--- config.mk ---
export PLATFORM = sky130hd
export DESIGN_NAME = cell_balance_config_framer
export DESIGN_NICKNAME = d
export VERILOG_FILES = /design/src/sv/cbcf_pkg.sv /design/src/sv/cell_balance_config_framer.sv /design/src/sv/cbcf_front.sv /design/src/sv/cbcf_job_queue.sv /design/src/sv/cbcf_back.sv
export SDC_FILE = /design/constraint.sdc
export NUM_CORES = 1
export LEC_CHECK = 0
export ABC_AREA = 1
export BUFFER_PORTS_ARGS = -buffer_cell sky130_fd_sc_hd__clkbuf_2
export CORE_MARGIN = 3
export CORE_UTILIZATION = 50
export DETAILED_ROUTE_END_ITERATION = 16
export GPL_TIMING_DRIVEN = 0
export HOLD_SLACK_MARGIN = 0.05
export PLACE_DENSITY = 0.66
export SYNTH_ARGS = -nofsm -noshare
export SYNTH_HDL_FRONTEND = slang
export SYNTH_SLANG_ARGS = --single-unit
--- constraint.sdc ---
create_clock -name clk -period 3.3 [get_ports clk]
set_input_delay 0.33 -clock clk [delete_from_list [all_inputs] [get_ports clk]]
set_output_delay 0.33 -clock clk [all_outputs]
set_load 0.1 [all_outputs]
--- src/sv/cbcf_pkg.sv ---
`timescale 1ns / 1ps
`default_nettype none

package cbcf_pkg;

    // Field and store widths.
    localparam int MASK_W    = 12;
    localparam int BIT_W     = 4;
    localparam int CELL_W    = 5;
    localparam int CMD_W     = 2;
    localparam int CFG_IDX_W = 2;
    localparam int BYTE_W    = 8;
    localparam int CRC_W     = 15;

    // Default number of cells handled by one monitor chip.
    localparam int CELLS_PER_CHIP_DEF = 12;

    // Frame layout.
    localparam int FRAME_LEN = 12;
    localparam int IDX_W     = 4;

    localparam logic [IDX_W-1:0] IDX_CMD_HI  = 4'd0;
    localparam logic [IDX_W-1:0] IDX_CMD_LO  = 4'd1;
    localparam logic [IDX_W-1:0] IDX_PEC0_HI = 4'd2;
    localparam logic [IDX_W-1:0] IDX_PEC0_LO = 4'd3;
    localparam logic [IDX_W-1:0] IDX_CFG0    = 4'd4;
    localparam logic [IDX_W-1:0] IDX_CFG1    = 4'd5;
    localparam logic [IDX_W-1:0] IDX_CFG2    = 4'd6;
    localparam logic [IDX_W-1:0] IDX_CFG3    = 4'd7;
    localparam logic [IDX_W-1:0] IDX_MASK_LO = 4'd8;
    localparam logic [IDX_W-1:0] IDX_MASK_HI = 4'd9;
    localparam logic [IDX_W-1:0] IDX_PEC1_HI = 4'd10;
    localparam logic [IDX_W-1:0] IDX_PEC1_LO = 4'd11;

    // Write configuration command word.
    localparam logic [BYTE_W-1:0] WRCFG_HI = 8'h00;
    localparam logic [BYTE_W-1:0] WRCFG_LO = 8'h01;

    // Packet error code polynomial and seed.
    localparam logic [CRC_W-1:0] PEC_POLY = 15'h4599;
    localparam logic [CRC_W-1:0] PEC_SEED = 15'h0010;

    // Configuration register indexes and reset values.
    localparam logic [CFG_IDX_W-1:0] CFG_IDX_BYTE0 = 2'd0;
    localparam logic [CFG_IDX_W-1:0] CFG_IDX_BYTE1 = 2'd1;
    localparam logic [CFG_IDX_W-1:0] CFG_IDX_BYTE2 = 2'd2;
    localparam logic [CFG_IDX_W-1:0] CFG_IDX_BYTE3 = 2'd3;

    localparam logic [BYTE_W-1:0] CFG_RST_BYTE0 = 8'h00;
    localparam logic [BYTE_W-1:0] CFG_RST_BYTE1 = 8'hD6;
    localparam logic [BYTE_W-1:0] CFG_RST_BYTE2 = 8'h06;
    localparam logic [BYTE_W-1:0] CFG_RST_BYTE3 = 8'hA4;

    // Commands.
    typedef enum logic [CMD_W-1:0] {
        CMD_START    = 2'd0,
        CMD_STOP     = 2'd1,
        CMD_STOP_ALL = 2'd2
    } cmd_t;

    // One frame job handed from the front to the back.
    typedef struct packed {
        logic              both;
        logic              chip;
        logic [MASK_W-1:0] mask;
    } job_t;

    // Configuration bytes as seen by the serializer.
    typedef struct packed {
        logic [BYTE_W-1:0] byte0;
        logic [BYTE_W-1:0] byte1;
        logic [BYTE_W-1:0] byte2;
        logic [BYTE_W-1:0] byte3;
    } cfg_t;

    // Runs one byte, MSB first, through the CRC-15 remainder.
    function automatic logic [CRC_W-1:0] pec_step(input logic [CRC_W-1:0] rem_in,
                                                 input logic [BYTE_W-1:0] data);
        logic [CRC_W-1:0] rem;
        logic             din;
        rem = rem_in;
        for (int b = BYTE_W - 1; b >= 0; b--) begin
            din = data[b] ^ rem[CRC_W-1];
            rem = {rem[CRC_W-2:0], 1'b0};
            if (din)
            begin
                rem = rem ^ PEC_POLY;
            end
        end
        return rem;
    endfunction

endpackage

`default_nettype wire

--- src/sv/cell_balance_config_framer.sv ---
`timescale 1ns / 1ps
`default_nettype none

// Channel   | Handshake            | Payload
// ----------+----------------------+-------------------------------------
// input     | push / full          | cmd, cell_index
// result    | empty / pop          | chip_select, frame_byte, last
// config    | cfg_write            | cfg_index, cfg_data
//
// A start or stop command on a cell in range gives 12 frame bytes, stop all
// 24, one byte per cycle while pop keeps up, set by the serializer with its
// running PEC. The first byte goes via the queue, job and output registers.
// A two-entry job queue lets commands be pushed while bytes still stream out.
// Reset clears both discharge masks and loads the default configuration.

module cell_balance_config_framer #(
    parameter int CELLS_PER_CHIP = cbcf_pkg::CELLS_PER_CHIP_DEF
) (
    input  wire logic                           clk,
    input  wire logic                           rst_n,
    input  wire logic                           push,
    output logic                                full,
    input  wire logic [cbcf_pkg::CMD_W-1:0]     cmd,
    input  wire logic [cbcf_pkg::CELL_W-1:0]    cell_index,
    input  wire logic                           cfg_write,
    input  wire logic [cbcf_pkg::CFG_IDX_W-1:0] cfg_index,
    input  wire logic [cbcf_pkg::BYTE_W-1:0]    cfg_data,
    output logic                                empty,
    input  wire logic                           pop,
    output logic                                chip_select,
    output logic [cbcf_pkg::BYTE_W-1:0]         frame_byte,
    output logic                                last
);
    import cbcf_pkg::*;

    cfg_t cfg_reg, cfg_next;
    logic accept;
    logic job_valid;
    job_t front_job;
    job_t queue_job;
    logic job_take;
    logic queue_empty;

    assign accept = push && !full;

    // Configuration register file.
    always_comb
    begin
        cfg_next = cfg_reg;
        if (cfg_write)
        begin
            case (cfg_index)
                CFG_IDX_BYTE0: cfg_next.byte0 = cfg_data;
                CFG_IDX_BYTE1: cfg_next.byte1 = cfg_data;
                CFG_IDX_BYTE2: cfg_next.byte2 = cfg_data;
                CFG_IDX_BYTE3: cfg_next.byte3 = cfg_data;
                default:       cfg_next = cfg_reg;
            endcase
        end
    end

    always_ff @(posedge clk or negedge rst_n)
    begin
        if (!rst_n)
        begin
            cfg_reg.byte0 <= CFG_RST_BYTE0;
            cfg_reg.byte1 <= CFG_RST_BYTE1;
            cfg_reg.byte2 <= CFG_RST_BYTE2;
            cfg_reg.byte3 <= CFG_RST_BYTE3;
        end
        else
        begin
            cfg_reg <= cfg_next;
        end
    end

    // Front: mask update and job building.
    cbcf_front #(
        .CELLS_PER_CHIP (CELLS_PER_CHIP)
    ) u_front (
        .clk        (clk),
        .rst_n      (rst_n),
        .accept     (accept),
        .cmd        (cmd),
        .cell_index (cell_index),
        .job_valid  (job_valid),
        .job        (front_job)
    );

    // Job queue between front and back.
    cbcf_job_queue u_queue (
        .clk    (clk),
        .rst_n  (rst_n),
        .wr_en  (job_valid),
        .wr_job (front_job),
        .rd_en  (job_take),
        .rd_job (queue_job),
        .full   (full),
        .empty  (queue_empty)
    );

    // Back: frame serializer with output word register.
    cbcf_back u_back (
        .clk         (clk),
        .rst_n       (rst_n),
        .cfg         (cfg_reg),
        .job_avail   (!queue_empty),
        .job_in      (queue_job),
        .job_take    (job_take),
        .pop         (pop),
        .empty       (empty),
        .chip_select (chip_select),
        .frame_byte  (frame_byte),
        .last        (last)
    );

endmodule

`default_nettype wire

--- src/sv/cbcf_front.sv ---
`timescale 1ns / 1ps
`default_nettype none

module cbcf_front #(
    parameter int CELLS_PER_CHIP = cbcf_pkg::CELLS_PER_CHIP_DEF
) (
    input  wire logic                        clk,
    input  wire logic                        rst_n,
    input  wire logic                        accept,
    input  wire logic [cbcf_pkg::CMD_W-1:0]  cmd,
    input  wire logic [cbcf_pkg::CELL_W-1:0] cell_index,
    output logic                             job_valid,
    output cbcf_pkg::job_t                   job
);
    import cbcf_pkg::*;

    localparam logic [CELL_W-1:0] LIM0 = CELL_W'(CELLS_PER_CHIP);
    localparam logic [CELL_W-1:0] LIM1 = CELL_W'(2 * CELLS_PER_CHIP);

    logic [MASK_W-1:0] mask0_reg, mask0_next;
    logic [MASK_W-1:0] mask1_reg, mask1_next;
    logic [CELL_W-1:0] cell_off;
    logic [BIT_W-1:0]  bit_sel;
    logic [MASK_W-1:0] bit_onehot;
    logic              in_chip0;
    logic              in_chip1;

    // Classify the cell into a chip and a bit position.
    assign in_chip0   = (cell_index < LIM0);
    assign in_chip1   = !in_chip0 && (cell_index < LIM1);
    assign cell_off   = in_chip0 ? cell_index : (cell_index - LIM0);
    assign bit_sel    = cell_off[BIT_W-1:0];
    assign bit_onehot = MASK_W'(1) << bit_sel;

    // Update the masks and build the frame job.
    always_comb
    begin
        mask0_next = mask0_reg;
        mask1_next = mask1_reg;
        job_valid  = 1'b0;
        job        = '0;
        if (accept)
        begin
            case (cmd_t'(cmd))
                CMD_START, CMD_STOP:
                begin
                    if (in_chip0)
                    begin
                        mask0_next = (cmd_t'(cmd) == CMD_START) ? (mask0_reg | bit_onehot)
                                                                : (mask0_reg & ~bit_onehot);
                        job_valid  = 1'b1;
                        job.chip   = 1'b0;
                        job.mask   = mask0_next;
                    end
                    else if (in_chip1)
                    begin
                        mask1_next = (cmd_t'(cmd) == CMD_START) ? (mask1_reg | bit_onehot)
                                                                : (mask1_reg & ~bit_onehot);
                        job_valid  = 1'b1;
                        job.chip   = 1'b1;
                        job.mask   = mask1_next;
                    end
                end
                CMD_STOP_ALL:
                begin
                    mask0_next = '0;
                    mask1_next = '0;
                    job_valid  = 1'b1;
                    job.both   = 1'b1;
                end
                default:
                begin
                    job_valid = 1'b0;
                end
            endcase
        end
    end

    // Discharge mask registers.
    always_ff @(posedge clk or negedge rst_n)
    begin
        if (!rst_n)
        begin
            mask0_reg <= '0;
            mask1_reg <= '0;
        end
        else
        begin
            mask0_reg <= mask0_next;
            mask1_reg <= mask1_next;
        end
    end

endmodule

`default_nettype wire

--- src/sv/cbcf_job_queue.sv ---
`timescale 1ns / 1ps
`default_nettype none

module cbcf_job_queue (
    input  wire logic           clk,
    input  wire logic           rst_n,
    input  wire logic           wr_en,
    input  wire cbcf_pkg::job_t wr_job,
    input  wire logic           rd_en,
    output cbcf_pkg::job_t      rd_job,
    output logic                full,
    output logic                empty
);
    import cbcf_pkg::*;

    // Two entries, one bit pointers.
    job_t       entry_reg [2];
    logic       wr_ptr_reg, wr_ptr_next;
    logic       rd_ptr_reg, rd_ptr_next;
    logic [1:0] count_reg, count_next;

    assign full   = (count_reg == 2'd2);
    assign empty  = (count_reg == 2'd0);
    assign rd_job = entry_reg[rd_ptr_reg];

    // Pointer and fill count bookkeeping.
    always_comb
    begin
        wr_ptr_next = wr_ptr_reg ^ wr_en;
        rd_ptr_next = rd_ptr_reg ^ rd_en;
        count_next  = count_reg + {1'b0, wr_en} - {1'b0, rd_en};
    end

    always_ff @(posedge clk or negedge rst_n)
    begin
        if (!rst_n)
        begin
            wr_ptr_reg <= 1'b0;
            rd_ptr_reg <= 1'b0;
            count_reg  <= 2'd0;
        end
        else
        begin
            wr_ptr_reg <= wr_ptr_next;
            rd_ptr_reg <= rd_ptr_next;
            count_reg  <= count_next;
        end
    end

    // Entry storage.
    always_ff @(posedge clk)
    begin
        if (wr_en)
        begin
            entry_reg[wr_ptr_reg] <= wr_job;
        end
    end

endmodule

`default_nettype wire

--- src/sv/cbcf_back.sv ---
`timescale 1ns / 1ps
`default_nettype none

module cbcf_back (
    input  wire logic                        clk,
    input  wire logic                        rst_n,
    input  wire cbcf_pkg::cfg_t              cfg,
    input  wire logic                        job_avail,
    input  wire cbcf_pkg::job_t              job_in,
    output logic                             job_take,
    input  wire logic                        pop,
    output logic                             empty,
    output logic                             chip_select,
    output logic [cbcf_pkg::BYTE_W-1:0]      frame_byte,
    output logic                             last
);
    import cbcf_pkg::*;

    logic              active_reg, active_next;
    logic              second_reg, second_next;
    logic [IDX_W-1:0]  idx_reg, idx_next;
    logic [CRC_W-1:0]  crc_reg, crc_next;
    job_t              job_reg, job_next;
    logic              out_valid_reg, out_valid_next;
    logic              out_chip_reg, out_chip_next;
    logic [BYTE_W-1:0] out_byte_reg, out_byte_next;
    logic              out_last_reg, out_last_next;
    logic              advance;
    logic              frame_end;
    logic              item_end;
    logic [BYTE_W-1:0] cur_byte;
    logic [MASK_W-1:0] cur_mask;

    assign empty       = !out_valid_reg;
    assign chip_select = out_chip_reg;
    assign frame_byte  = out_byte_reg;
    assign last        = out_last_reg;

    // The output word register frees up when it is empty or being popped.
    assign advance   = !out_valid_reg || pop;
    assign frame_end = (idx_reg == IDX_PEC1_LO);
    assign item_end  = frame_end && (!job_reg.both || second_reg);
    assign cur_mask  = job_reg.mask;

    // Select the frame byte for the current position.
    always_comb
    begin
        case (idx_reg)
            IDX_CMD_HI:  cur_byte = WRCFG_HI;
            IDX_CMD_LO:  cur_byte = WRCFG_LO;
            IDX_PEC0_HI: cur_byte = crc_reg[CRC_W-1:CRC_W-BYTE_W];
            IDX_PEC0_LO: cur_byte = {crc_reg[CRC_W-BYTE_W-1:0], 1'b0};
            IDX_CFG0:    cur_byte = cfg.byte0;
            IDX_CFG1:    cur_byte = cfg.byte1;
            IDX_CFG2:    cur_byte = cfg.byte2;
            IDX_CFG3:    cur_byte = cfg.byte3;
            IDX_MASK_LO: cur_byte = cur_mask[BYTE_W-1:0];
            IDX_MASK_HI: cur_byte = BYTE_W'(cur_mask[MASK_W-1:BYTE_W]);
            IDX_PEC1_HI: cur_byte = crc_reg[CRC_W-1:CRC_W-BYTE_W];
            IDX_PEC1_LO: cur_byte = {crc_reg[CRC_W-BYTE_W-1:0], 1'b0};
            default:     cur_byte = '0;
        endcase
    end

    // Sequencer: one frame byte per cycle while the output can take it.
    always_comb
    begin
        active_next    = active_reg;
        second_next    = second_reg;
        idx_next       = idx_reg;
        crc_next       = crc_reg;
        job_next       = job_reg;
        job_take       = 1'b0;
        out_valid_next = out_valid_reg && !pop;
        out_chip_next  = out_chip_reg;
        out_byte_next  = out_byte_reg;
        out_last_next  = out_last_reg;

        if (active_reg && advance)
        begin
            out_valid_next = 1'b1;
            out_chip_next  = second_reg ? 1'b1 : job_reg.chip;
            out_byte_next  = cur_byte;
            out_last_next  = item_end;

            // Running PEC: restart at each group, hold over the PEC bytes.
            case (idx_reg)
                IDX_CMD_HI, IDX_CFG0:
                    crc_next = pec_step(PEC_SEED, cur_byte);
                IDX_CMD_LO, IDX_CFG1, IDX_CFG2, IDX_CFG3, IDX_MASK_LO, IDX_MASK_HI:
                    crc_next = pec_step(crc_reg, cur_byte);
                default:
                    crc_next = crc_reg;
            endcase

            if (!frame_end)
            begin
                idx_next = idx_reg + IDX_W'(1);
            end
            else if (!item_end)
            begin
                second_next = 1'b1;
                idx_next    = IDX_CMD_HI;
            end
            else if (job_avail)
            begin
                job_take    = 1'b1;
                job_next    = job_in;
                second_next = 1'b0;
                idx_next    = IDX_CMD_HI;
            end
            else
            begin
                active_next = 1'b0;
            end
        end
        else if (!active_reg && job_avail)
        begin
            job_take    = 1'b1;
            job_next    = job_in;
            active_next = 1'b1;
            second_next = 1'b0;
            idx_next    = IDX_CMD_HI;
        end
    end

    // Control registers.
    always_ff @(posedge clk or negedge rst_n)
    begin
        if (!rst_n)
        begin
            active_reg    <= 1'b0;
            second_reg    <= 1'b0;
            idx_reg       <= IDX_CMD_HI;
            out_valid_reg <= 1'b0;
        end
        else
        begin
            active_reg    <= active_next;
            second_reg    <= second_next;
            idx_reg       <= idx_next;
            out_valid_reg <= out_valid_next;
        end
    end

    // Payload registers.
    always_ff @(posedge clk)
    begin
        crc_reg      <= crc_next;
        job_reg      <= job_next;
        out_chip_reg <= out_chip_next;
        out_byte_reg <= out_byte_next;
        out_last_reg <= out_last_next;
    end

endmodule

`default_nettype wire

# --- Word-level counts from Yosys, hierarchy flattened ---
# Memories as Yosys holds them, arrays and structs flattened.
# Index checks and enable logic that the tools add are counted.
# Widths: inputs -> output; s select.
word_totals:
  register_bits: 106
  latchBits: 0
  ramBits: 28
  mem_bits_ro: 0
  in_bits: 22
  output_inout_bits: 12
  wordCells: 220
  memories: 1
mem_list:
  columns: ["name", "words", "width", "rd", "rd_clocked_by_memory_dff", "write_ports", "line", "rtl"]
  rows:
  - ["u_queue.entry_reg", 2, 14, 1, 0, 1, "cbcf_job_queue.sv:17", "job_t entry_reg [2];"]
op_classes:
  add_sub_neg: 4
  n_mul: 0
  div: 0
  order_cmp: 2
  eq_ne: 26
  shift: 1
  muxes: 91
  bitwise_logic: 37
  n_reduce_logical: 38
ops:
  columns: ["cell", "count"]
  rows:
  - ["$mux 15", 44]
  - ["$not 7->7", 15]
  - ["$mux 14", 6]
  - ["$pmux 8 s9", 1]
  - ["$mux 12", 5]
  - ["$pmux 12 s2", 2]
  - ["$mux 13", 3]
  - ["$pmux 15 s2", 1]
  - ["$and 12x12->12", 2]
  - ["$mux 4", 6]
  - ["$or 12x12->12", 2]
  - ["$mux 1", 22]
  - ["$xor 1x1->1", 17]
  - ["$eq 4x3->1 const B", 4]
  - ["$eq 4x4->1 const B", 4]
  - ["$not 12->12", 1]
  - ["$reduce_and 2->1", 6]
  - ["$reduce_and 4->1", 3]
  - ["$shl 1x4->12 const A", 1]
  - ["$eq 2x2->1 const B", 4]
  - ["$eq 4x2->1 const B", 2]
  - ["$ne 2x1->1 const B", 4]
  - ["$reduce_or 2->1", 4]
  - ["$logic_not 1->1", 7]
  - ["19 further kinds", 33]

# --- Depth between registers and ports, before layout ---
# Gate-level depths: netlist of the first run.
depth:
  depth_word: 34
  ltp_mapped: 24

# --- Cells and area by module ---
# Synthesis of the first run repeated with hierarchy kept, for this count alone.
hier_totals:
  cells_unflattened: 868
  area_unflattened_um2: 7657.3
modules_own_cells:
  columns: ["module", "n_inst", "cells_each", "area_per_inst_um2", "seq_area_each_um2"]
  rows:
  - ["cbcf_back", 1, 406, 3429.5, 1346.3]
  - ["cbcf_front", 1, 219, 1496.4, 600.6]
  - ["cell_balance_config_framer", 1, 146, 1460.2, 813.3]
  - ["cbcf_job_queue", 1, 97, 1271.2, 940.9]

# --- Least setup slack after synthesis of the first run ---
# OpenSTA, ideal clock, no wires.
synth_timing:
  kind: "register to register"
  startpoint: "register u_back.idx_reg[0]"
  endpoint: "register u_back.crc_reg[7] (data pin)"
  setup_ps: 254
  t_arrival_ps: 2479
  t_required_ps: 3046
  setup_slack_ps: 567
  path_stages_with_launch: 24
  cell_sequence: "dfrtp_1 -> inv_1 -> ha_1 -> inv_2 -> nor2_1 -> nand2_1 -> nand2_1 -> nor2_4 -> nand2_4 -> nand2_1 -> nand2_2 -> nand2_2 -> nand2_4 -> nand2_2 -> nand2_2 -> nand2_2 -> nand3_1 -> nand3_2 -> nand2_2 -> nand2_1 -> nand3_2 -> nand3_1 -> nand3_1 -> nand2_1"
synth_between:
  elab_chain_len: 34
  elab_cells_between_ends: 89
synth_lines:
  columns: ["element", "line", "rtl"]
  rows:
  - ["from (decl)", "cbcf_back.sv:21", "logic [IDX_W-1:0] idx_reg, idx_next;"]
  - ["from (signal assigned)", "cbcf_back.sv:141", "idx_reg <= idx_next;"]
  - ["$eq 4x2->1 or $eq 4x4->1 (tied branches)", "cbcf_back.sv:48", "case (idx_reg)"]
  - ["$reduce_or 2->1 (no line)", null, null]
  - ["$pmux 8 s9 *", "cbcf_back.sv:48", null]
  - ["named net u_back.cur_byte[7]", "cbcf_back.sv:31", "logic [BYTE_W-1:0] cur_byte;"]
  - ["$xor 1x1->1", "cbcf_pkg.sv:83", "din = data[b] ^ rem[CRC_W-1];"]
  - ["$mux 15", "cbcf_pkg.sv:85", "if (din)"]
  - ["$mux 15", "cbcf_back.sv:87", "case (idx_reg)"]
  - ["$mux 15", "cbcf_back.sv:79", "if (active_reg && advance)"]
  - ["[... 19 more ...]", null, null]
  - ["$mux 15", "cbcf_back.sv:79", null]
  - ["$xor 1x1->1", "cbcf_pkg.sv:83", null]
  - ["$mux 15", "cbcf_pkg.sv:85", null]
  - ["$mux 15", "cbcf_back.sv:87", null]
  - ["$mux 15", "cbcf_back.sv:79", null]
  - ["$xor 1x1->1", "cbcf_pkg.sv:83", null]
  - ["$mux 15", "cbcf_pkg.sv:85", null]
  - ["$pmux 15 s2 *", "cbcf_back.sv:87", null]
  - ["to (signal assigned)", "cbcf_back.sv:149", "crc_reg <= crc_next;"]
  - ["to (decl)", "cbcf_back.sv:22", "logic [CRC_W-1:0] crc_reg, crc_next;"]
# The timed path passes the listed nets; every way through them passes the cells marked *. The select of a mux whose other input is x is not followed.
# A chain may end at the register's enable or synchronous reset.

# --- Worst setup path in the final report of the first run ---
layout_timing:
  startpoint: "register u_back.idx_reg[1]"
  endpoint: "register u_back.crc_reg[14] (data pin)"
layout_between:
  elab_cells_between_ends: 91
layout_rtl:
  columns: ["element", "line"]
  rows:
  - ["$eq 4x2->1 or $eq 4x4->1 (tied branches)", "cbcf_back.sv:48"]
  - ["$reduce_or 2->1 (no line)", null]
  - ["$pmux 8 s9 *", "cbcf_back.sv:48"]
  - ["named net u_back.cur_byte[5]", "cbcf_back.sv:31"]
  - ["$xor 1x1->1", "cbcf_pkg.sv:83"]
  - ["$mux 15", "cbcf_pkg.sv:85"]
  - ["$mux 15", "cbcf_back.sv:87"]
  - ["$mux 15", "cbcf_back.sv:79"]
  - ["[... 11 more ...]", null]
  - ["$mux 15", "cbcf_back.sv:79"]
  - ["$xor 1x1->1", "cbcf_pkg.sv:83"]
  - ["$mux 15", "cbcf_pkg.sv:85"]
  - ["$mux 15", "cbcf_back.sv:87"]
  - ["$mux 15", "cbcf_back.sv:79"]
  - ["$xor 1x1->1", "cbcf_pkg.sv:83"]
  - ["$mux 15", "cbcf_pkg.sv:85"]
  - ["$pmux 15 s2 *", "cbcf_back.sv:87"]
# Marked as above.

==> results of run 1 <==
[layout by cell type, fill, tap and decap left out, types with 10 or more instances in the layout]
cell and n:
clkbuf_16 17, nand3_1 55, nand2_2 20, inv_2 21, inv_1 84, dfrtp_1 55, o21ai_0 98, clkbuf_2 32
edfxtp_1 67, mux2_2 14, nor2_1 39, a21oi_1 15, clkbuf_1 14, xor2_1 19, nand4_1 11, dfstp_2 10
nand2_1 189
[through the flow]
step	hold slack, ns	instance area [µm²]	utilization [%]
after floorplan	0.0344	7060	-
after global placement	0.470	7450	55.1
after detailed placement	0.175	7480	55.4
after CTS	0.158	8130	60.2
after global routing	0.169	8270	61.3
final	0.171	8270	61.3
[layer usage]
layer / routed length (µm) / global-route usage, % / vias up
li1: - / - / 2753
met1: 6770 / 25.7 / 2721
met2: 8130 / 36.7 / 170
met3: 798 / 5.45 / 27
met4: 261 / 6.19 / 0
met5: 0 / 0 / -
[final cells by class]
| type | instances | area [µm²] | area share (%) |
|---|---|---|---|
| Timing Repair Buffer | 38 | 228 | 2.75 |
| Multi-Input combinational cell | 541 | 3040 | 36.8 |
| Clock inverter | 13 | 179 | 2.16 |
| Clock buffer | 19 | 433 | 5.23 |
| Tap cell | 176 | 220 | 2.66 |
| Sequential cell | 134 | 3700 | 44.8 |
| Inverter | 106 | 399 | 4.82 |
| Buffer | 16 | 68.8 | 0.832 |
[logic make-up (layout without fill, tap and decap cells)]
kind of cell | after synthesis | after routing
AO/OA/AOI/OAI | 130 | 130
buffers and inverters | 122 | 192
flip-flops | 134 | 134
adder cells (fa/ha/maj) | 8 | 8
multiplexers | 14 | 14
AND/OR/NAND/NOR | 357 | 357
XOR/XNOR | 32 | 32
[how the worst max path moves through the flow]
| stage | start | end |
|---|---|---|
| 3_3_place_gp | u_back.idx_reg[0] | u_back.crc_reg[14] |
| 6_report | u_back.idx_reg[1] | u_back.crc_reg[14] |
| 5_1_grt | u_back.idx_reg[1] | u_back.crc_reg[14] |
| 2_1_floorplan | u_back.idx_reg[0] | u_back.crc_reg[7] |
| 3_5_place_dp | u_back.idx_reg[0] | u_back.crc_reg[14] |
| 4_1_cts | u_back.idx_reg[1] | u_back.crc_reg[14] |
[worst register-to-register path, stage by stage (launching register included)]
cell and delay [ns]:
dfrtp_2 0.46, inv_2 0.13, ha_4 0.19, inv_1 0.09, nor2_4 0.19, nand2_1 0.09, nand2_1 0.12, nor2_4 0.07
nand2_4 0.13, nand2_2 0.08, nand2_4 0.11, inv_2 0.08, nand2_2 0.10, nand3_1 0.13, nand3_1 0.15, nand3_2 0.13
nand2_2 0.13, nand2_1 0.12, nand3_2 0.12, nand3_1 0.09, nand3_1 0.10, nand2_1 0.08
[timing repair]
| action | CTS | global route |
|---|---|---|
| hold endpoints to repair | 57 | 0 |
| buffers inserted | 0 | 3 |
| pin swaps | 0 | 1 |
| resized for setup | 9 | 26 |
| setup endpoints to repair | 7 | 25 |
| hold buffers | 1 | 0 |
==> impl_metrics.toml, run 1 <==
[status]
outcome = "completed"

[worst_setup_path]
timing.rr.end = "u_back.crc_reg[14]"
critical_path_required_ns = 3.47
worstPathArrival_ns = 3.32
crit_path_start_kind = "register"
critPathKind = "reg2reg"
cp_top_family = "simple AND/OR/NAND/NOR gates"
critPathMaxStageDelay_ns = 0.46
cp.buffers_inverters = 3
r2r_slack_ns = 0.15
critPathSlowestCell = "dfrtp_2"
r2r_start = "u_back.idx_reg[1]"
path_max_fanout = 9
crit_chain = "inv_2 > ha_4 > inv_1 > nor2_4 > nand2_1 > nand2_1 > nor2_4 > nand2_4 > nand2_2 > nand2_4 > inv_2 > nand2_2 > nand3_1 > nand3_1 > nand3_2 > nand2_2 > nand2_1 > nand3_2 > nand3_1 > nand3_1 > nand2_1"
cp.depth = 21
ff2ff_path_depth = 21
crit_path_end_kind = "register"

[finish]
layout-drive-gt1-share_pct = 20.8
fin_cells = 1043
areaGrowthSynthToFinish_pct = 17.2
largest_reg_flops = 32
num_antenna_cells = 0
fill_cells = 1136
finalNetCount = 884

[drt]
drt_pass1_iterations = 7
drc = 0
routed-via-count = 5671
wirelength_um = 16000
drt_iter0_drc = 453
vias_per_cell = 5.44
antenna_left = 0
wl_per_cell_um = 15.3

[global_route]
track_usage_pct = 21.0
antenna_found_initial = 0
grt_overflow = 0
grt_pass1_wl_um = 26500
first_global_vias = 5538
grt_max_degree = 64

[floorplanning]
start_util_pct = 52.3
core_area_mm2 = 0.0135
design.die.area_mm2 = 0.0156
die_y_um = 125
rows = 42
boundaryPins = 34
die_w_um = 125

[synthesis]
ys_seq_area_share_pct = 52.4
synth.area.top_cells = "edfxtp_1 (28%), dfrtp_1 (20%), nand2_1 (10%)"
synth_simple_gate_area_share_pct = 23.0
synth.distinct_cells = 39
syn_inst = 797
yosysWarnings = 0
synth-seq-cells = 134
synth_edf_count = 67
synth_fa_ha_area_share_pct = 1.42
synth_compound_area_share_pct = 9.64
synth_top_family_by_area = "simple AND/OR/NAND/NOR gates"
muxShareOfSynthArea_pct = 2.23
syn-cell-area_mm2 = 0.00706
yosysMostFrequentCell = "nand2_1"
ys.flop_type = "edfxtp_1"
synthXorXnorAreaFrac_pct = 4.66
async_reset_ff_share_pct = 50.0
synth_top_area_share_pct = 28.5
syn-num-nets = 827
synth_common_cells = "nand2_1 (192), o21ai_0 (98), inv_1 (86), edfxtp_1 (67)"
synth.avg_cell_area_um2 = 8.86
yosys.area.top_type = "edfxtp_1"

[timing]
worst_pin_slew_ns = 1.03
rsz0062_at_grt = "true"
drv_slew = 0
max_slew_margin_pct = 31.4
finalHoldViolCount = 0
post-route-period-util_pct = 95.5
fin_ws_ns = 0.148
setup_viol = 0
min_period_ns = 3.15
tns_ns = 0
fmax_ghz = 0.317
finClkSkew_ns = 0.00516

[clock_tree]
clk_path_buf_depth = 2
cts.clk_slew.worst_paths_ns = 0.06
cts_tree = "built"
cts-buffers-inserted = 17
insertion_delay_ns = 0.42
cts_max_level = 4
cts.sinks = 134
cts-root-buf = "clkbuf_16"

[flow_run]
drv_cap = 0

[placement]
placed_cells = 1007
place_ws_ns = -0.0854
placement.io_buffers = 33
place_congestion = 0.944
detailed_place_hpwl_um = 11400

[worst_hold_path]
min_path_cells = 3
min_to = "cfg_reg[2]"
worst_hold_path_type = "in2reg"
min_from = "cfg_data[2]"
Power of run 1 is not shown: default switching activity piles up to over one toggle a cycle in this logic, so the estimate is an artifact.
==> run 2: changes to the inputs <==
==> constraint.sdc (replaced) <==
create_clock -name clk -period 3.3 [get_ports clk]
set_input_delay 0.165 -clock clk [delete_from_list [all_inputs] [get_ports clk]]
set_output_delay 0.165 -clock clk [all_outputs]
set_load 0.1 [all_outputs]
==> run 2 against run 1 <==
  * Die area did not move
  * Worst hold slack lost 0.10 ns
  * Highest routed layer unchanged
  * Wire length increased by 0.57%
  * Sequential cell count is the same
  * Utilization is 0.59 points higher
==> impl_metrics.toml, run 2 (synthesis results as in run 1) <==
[drt]
routed-via-count = 5673
antenna_left = 0
drt_iter0_drc = 445
wirelength_um = 16100
vias_per_cell = 5.40
wl_per_cell_um = 15.3
drt_pass1_iterations = 5
drc = 0

[worst_setup_path]
critical_path_required_ns = 3.46
critPathMaxStageDelay_ns = 0.46
worstPathArrival_ns = 3.30
critPathKind = "reg2reg"
crit_chain = "inv_2 > ha_4 > inv_1 > nor2_4 > nand2_1 > nand2_1 > nor2_4 > nand2_4 > nand2_2 > nand2_4 > inv_2 > nand2_2 > nand3_1 > nand3_1 > nand3_2 > nand2_2 > nand2_1 > nand3_2 > nand3_1 > nand3_1 > nand2_1"
crit_path_end_kind = "register"
crit_path_start_kind = "register"
critPathSlowestCell = "dfrtp_2"
path_max_fanout = 9

[timing]
finalHoldViolCount = 0
drv_slew = 0
post-route-period-util_pct = 95.0
min_period_ns = 3.13
fin_ws_ns = 0.166
setup_viol = 0
rsz0062_at_grt = "true"
tns_ns = 0
finClkSkew_ns = 0.00554
worst_pin_slew_ns = 1.03
max_slew_margin_pct = 31.3
fmax_ghz = 0.319

[clock_tree]
cts.clk_slew.worst_paths_ns = 0.06
insertion_delay_ns = 0.42
cts.sinks = 134
cts_tree = "built"
cts_max_level = 4
clk_path_buf_depth = 2
cts-root-buf = "clkbuf_16"
cts-buffers-inserted = 17

[placement]
detailed_place_hpwl_um = 11400
placement.io_buffers = 33
place_ws_ns = -0.0854
place_congestion = 0.944
placed_cells = 1007
placed_cell_area_mm2 = 0.00748

[global_route]
first_global_vias = 5557
grt_overflow = 0
track_usage_pct = 21.1
antenna_found_initial = 0
grt_pass1_wl_um = 26700
grt_max_degree = 64

[finish]
seqCellArea_mm2 = 0.00370
layout-drive-gt1-share_pct = 20.6
finalNetCount = 892
num_antenna_cells = 0
fin_cells = 1051
final_common_cell = "nand2_1"
areaGrowthSynthToFinish_pct = 18.3
fill_cells = 1123
final_cell_mix = "nand2_1 (189), o21ai_0 (98), inv_1 (84), edfxtp_1 (67)"
largest_reg_flops = 32
final_cell_area_mm2 = 0.00835
multiInputGateArea_mm2 = 0.00304

[floorplanning]
design.die.area_mm2 = 0.0156
start_util_pct = 52.3
boundaryPins = 34
die_w_um = 125
rows = 42
core_area_mm2 = 0.0135
die_y_um = 125

[flow_run]
drv_cap = 0

[worst_hold_path]
worst_hold_path_type = "in2reg"

[status]
outcome = "completed"
[run 2: timing repair]
item | in CTS | in global routing
pin swaps | 0 | 1
hold buffers | 9 | 0
setup buffers | 0 | 3
setup endpoints to repair | 7 | 25
hold endpoints to repair | 72 | 0
resized for setup | 9 | 26
[run 2: layout make-up]
type,instances,area share (%)
Sequential cell,134,44.3
Multi-Input combinational cell,541,36.4
Clock buffer,19,5.18
Inverter,106,4.78
Timing Repair Buffer,46,3.68
Tap cell,176,2.64
Clock inverter,13,2.14
Buffer,16,0.824
[run 2: path summary, 6_finish.rpt]
check	start	endpoint	slack, ns	cells after the start
worst min register to register	cfg_reg[4]	cfg_reg[4]	0.48	2
worst max register to register	u_back.idx_reg[1]	u_back.crc_reg[14]	0.17	21
min in group asynchronous	rst_n	u_front.mask0_reg[5]	0.11	2
max in group asynchronous	rst_n	cfg_reg[17]	2.62	3
worst max-delay path	u_back.idx_reg[1]	u_back.crc_reg[14]	0.17	21
worst min-delay path	cfg_data[0]	cfg_reg[8]	0.07	3
[run 2: worst max-delay path: cells and delay by family, from the launching register on]
family	cells	cell delay, ns
fa+ha+maj	1	0.18
buf+inv	3	0.29
flops	1	0.46
simple gates	17	1.94
[run 2: routing by layer]
layer | share of wire [%] | track usage (%) | vias up
met5 | 0 | 0 | -
met4 | 1.6 | 6.19 | 0
met3 | 4.8 | 5.40 | 28
met2 | 51 | 36.9 | 163
met1 | 42 | 25.9 | 2718
li1 | - | - | 2764
[run 2: through the flow]
stage	util, %	hold slack (ns)
5_1_grt	61.8	0.0725
3_3_place_gp	55.1	0.429
3_5_place_dp	55.4	0.00953
4_1_cts	60.8	0.0612
2_1_floorplan	-	-0.131
6_report	61.8	0.0700
Power of run 2 is left out for the same reason.
==> run 3: changes to the inputs <==
PLACE_DENSITY = unset   (was 0.66)
PLACE_DENSITY_LB_ADDON = 0.1   (was unset)
SKIP_LAST_GASP = 1   (was unset)
==> run 3 against run 2 <==
  * Worst hold slack improved by 0.13 ns
  * Non-clock buffer count decreased by 1
  * First-iteration DRC count increased by 12%
  * Clock skew increased by 0.0061 ns
  * Register-to-register slack improved by 0.06 ns
  * Critical path depth decreased by 2
  * Global-route usage decreased by 0.25 points
  * Via count decreased by 2.0%
  * Worst setup slack improved by 0.055 ns
  * Sequential cell count unchanged
  * Maximum frequency increased by 1.8%
  * Cell count decreased by 0.19%
==> impl_metrics.toml, run 3 (synthesis results as in run 1) <==
[floorplanning]
die_y_um = 125
die_w_um = 125
core_area_mm2 = 0.0135
boundaryPins = 34
rows = 42
design.die.area_mm2 = 0.0156
start_util_pct = 52.3

[finish]
num_antenna_cells = 0
final_cell_mix = "nand2_1 (188), o21ai_0 (98), inv_1 (83), edfxtp_1 (67), dfrtp_1 (55)"
final_common_cell = "nand2_1"
largest_reg_flops = 32
areaGrowthSynthToFinish_pct = 18.2
finalNetCount = 891
post-route-util_pct = 61.8
seqCellArea_mm2 = 0.00370
fin_cells = 1049
multiInputGateArea_mm2 = 0.00306
fill_cells = 1125
layout-drive-gt1-share_pct = 20.6

[worst_setup_path]
cp_top_family = "simple AND/OR/NAND/NOR gates"
worstPathArrival_ns = 3.25
path_max_fanout = 6
ff2ff_path_depth = 19
cp.buffers_inverters = 2
crit_path_start_kind = "register"
r2r_start = "u_back.idx_reg[0]"
crit_chain = "inv_4 > ha_4 > inv_2 > nor2_4 > nand2_1 > nand2_1 > nor2_4 > nand2_4 > nand2_1 > nand2_2 > xor2_2 > xor2_1 > nand3_2 > nand2_2 > nand2_1 > nand3_2 > nand3b_1 > nand3_1 > nand2_1"
critPathSlowestCell = "dfrtp_2"
critical_path_required_ns = 3.47
crit_path_end_kind = "register"
cpMostUsedCell = "nand2_1"
timing.critical_path.from = "u_back.idx_reg[0]"
critPathKind = "reg2reg"
r2r_slack_ns = 0.22
timing.rr.end = "u_back.crc_reg[14]"
critPathMaxStageDelay_ns = 0.48
cp.depth = 19

[status]
outcome = "completed"

[timing]
rsz0062_at_grt = "true"
tns_ns = 0
finalHoldViolCount = 0
drv_slew = 0
whs_ns = 0.199
post-route-period-util_pct = 93.3
finClkSkew_ns = 0.0117
min_period_ns = 3.08
max_slew_margin_pct = 32.3
fmax_ghz = 0.325
worst_pin_slew_ns = 1.01
setup_viol = 0

[worst_hold_path]
worst_hold_path_type = "in2reg"
min_to = "u_queue.entry_reg[0][13]"
min_from = "cmd[0]"
min_path_cells = 4

[clock_tree]
cts-root-buf = "clkbuf_16"
cts_max_level = 4
cts-buffers-inserted = 17
insertion_delay_ns = 0.42
clk_path_buf_depth = 2
cts_tree = "built"
cts.clk_slew.worst_paths_ns = 0.06
cts.sinks = 134

[flow_run]
drv_cap = 0

[drt]
wl_per_cell_um = 15.1
drt_iter0_drc = 500
vias_per_cell = 5.30
antenna_left = 0
wl_met3_um = 578
drt-met1-wl_um = 6780
met2_length_um = 8120
wirelength_um = 15800
drc = 0
routed-via-count = 5561
routed.top_layer = "met4"
drt_pass1_iterations = 5

[global_route]
grt_overflow = 0
grt_max_degree = 68
grt_pass1_wl_um = 26200
track_usage_pct = 20.9
first_global_vias = 5432
antenna_found_initial = 0

[placement]
placed_cells = 1007
placement.io_buffers = 33
detailed_place_hpwl_um = 11500
place_congestion = 0.922
run 3: changes by cell type in the layout (fill, tap and decap cells not counted), sizes merged:
cell / previous run / this run
inv: 106 / 107
bufinv: 4 / 3
dlygate4sd3: 9 / 10
clkinv: 7 / 6
buf: 8 / 6
run 3: stage by stage:
stage / setup WS [ns] / area (µm²)
final: 0.221 / 8340
after global routing: -0.00173 / 8340
after CTS: -0.0173 / 8190
after detailed placement: -0.0613 / 7480
after global placement: -0.00422 / 7450
after floorplan: 0.567 / 7060
run 3: final cells by class:
type	count	area share (%)
plain buffers	16	0.825
clock inverters	12	1.83
flip-flops and latches	134	44.4
well taps	176	2.64
inverters	106	4.81
multi-input cells	541	36.7
repair buffers	45	3.63
clock buffers	19	5.19
run 3: worst max path at each step:
stage                              end  slack, ns
detailed placement  u_back.crc_reg[14]      -0.06
floorplan            u_back.crc_reg[7]       0.57
global placement    u_back.crc_reg[14]     -0.004
finish              u_back.crc_reg[14]       0.22
global route        u_back.crc_reg[14]     -0.002
CTS                 u_back.crc_reg[14]      -0.02
run 3: metal layers:
| layer | up-vias | track usage (%) |
|---|---|---|
| li1 | 2770 | - |
| met1 | 2639 | 26.1 |
| met4 | 0 | 7.59 |
| met2 | 122 | 36.1 |
| met3 | 30 | 4.16 |
| met5 | - | 0 |
run 3: worst reg2reg max path, cell delays in order (launching register included):
cell and delay [ns]:
dfrtp_2 0.48, inv_4 0.11, ha_4 0.18, inv_2 0.08, nor2_4 0.12, nand2_1 0.06
nand2_1 0.10, nor2_4 0.06, nand2_4 0.09, nand2_1 0.07, nand2_2 0.11, xor2_2 0.18
xor2_1 0.38, nand3_2 0.21, nand2_2 0.14, nand2_1 0.11, nand3_2 0.12, nand3b_1 0.09
nand3_1 0.08, nand2_1 0.07
run 3: repair_timing:
| item | 4_1_cts | 5_1_grt |
|---|---|---|
| cloned | 0 | 0 |
| hold buffers | 10 | 0 |
| hold endpoints to repair | 76 | 0 |
| buffers inserted | 0 | 1 |
| pin swaps | 0 | 1 |
| resized for setup | 6 | 36 |
| setup endpoints to repair | 5 | 27 |
Power of run 3 is left out for the same reason.
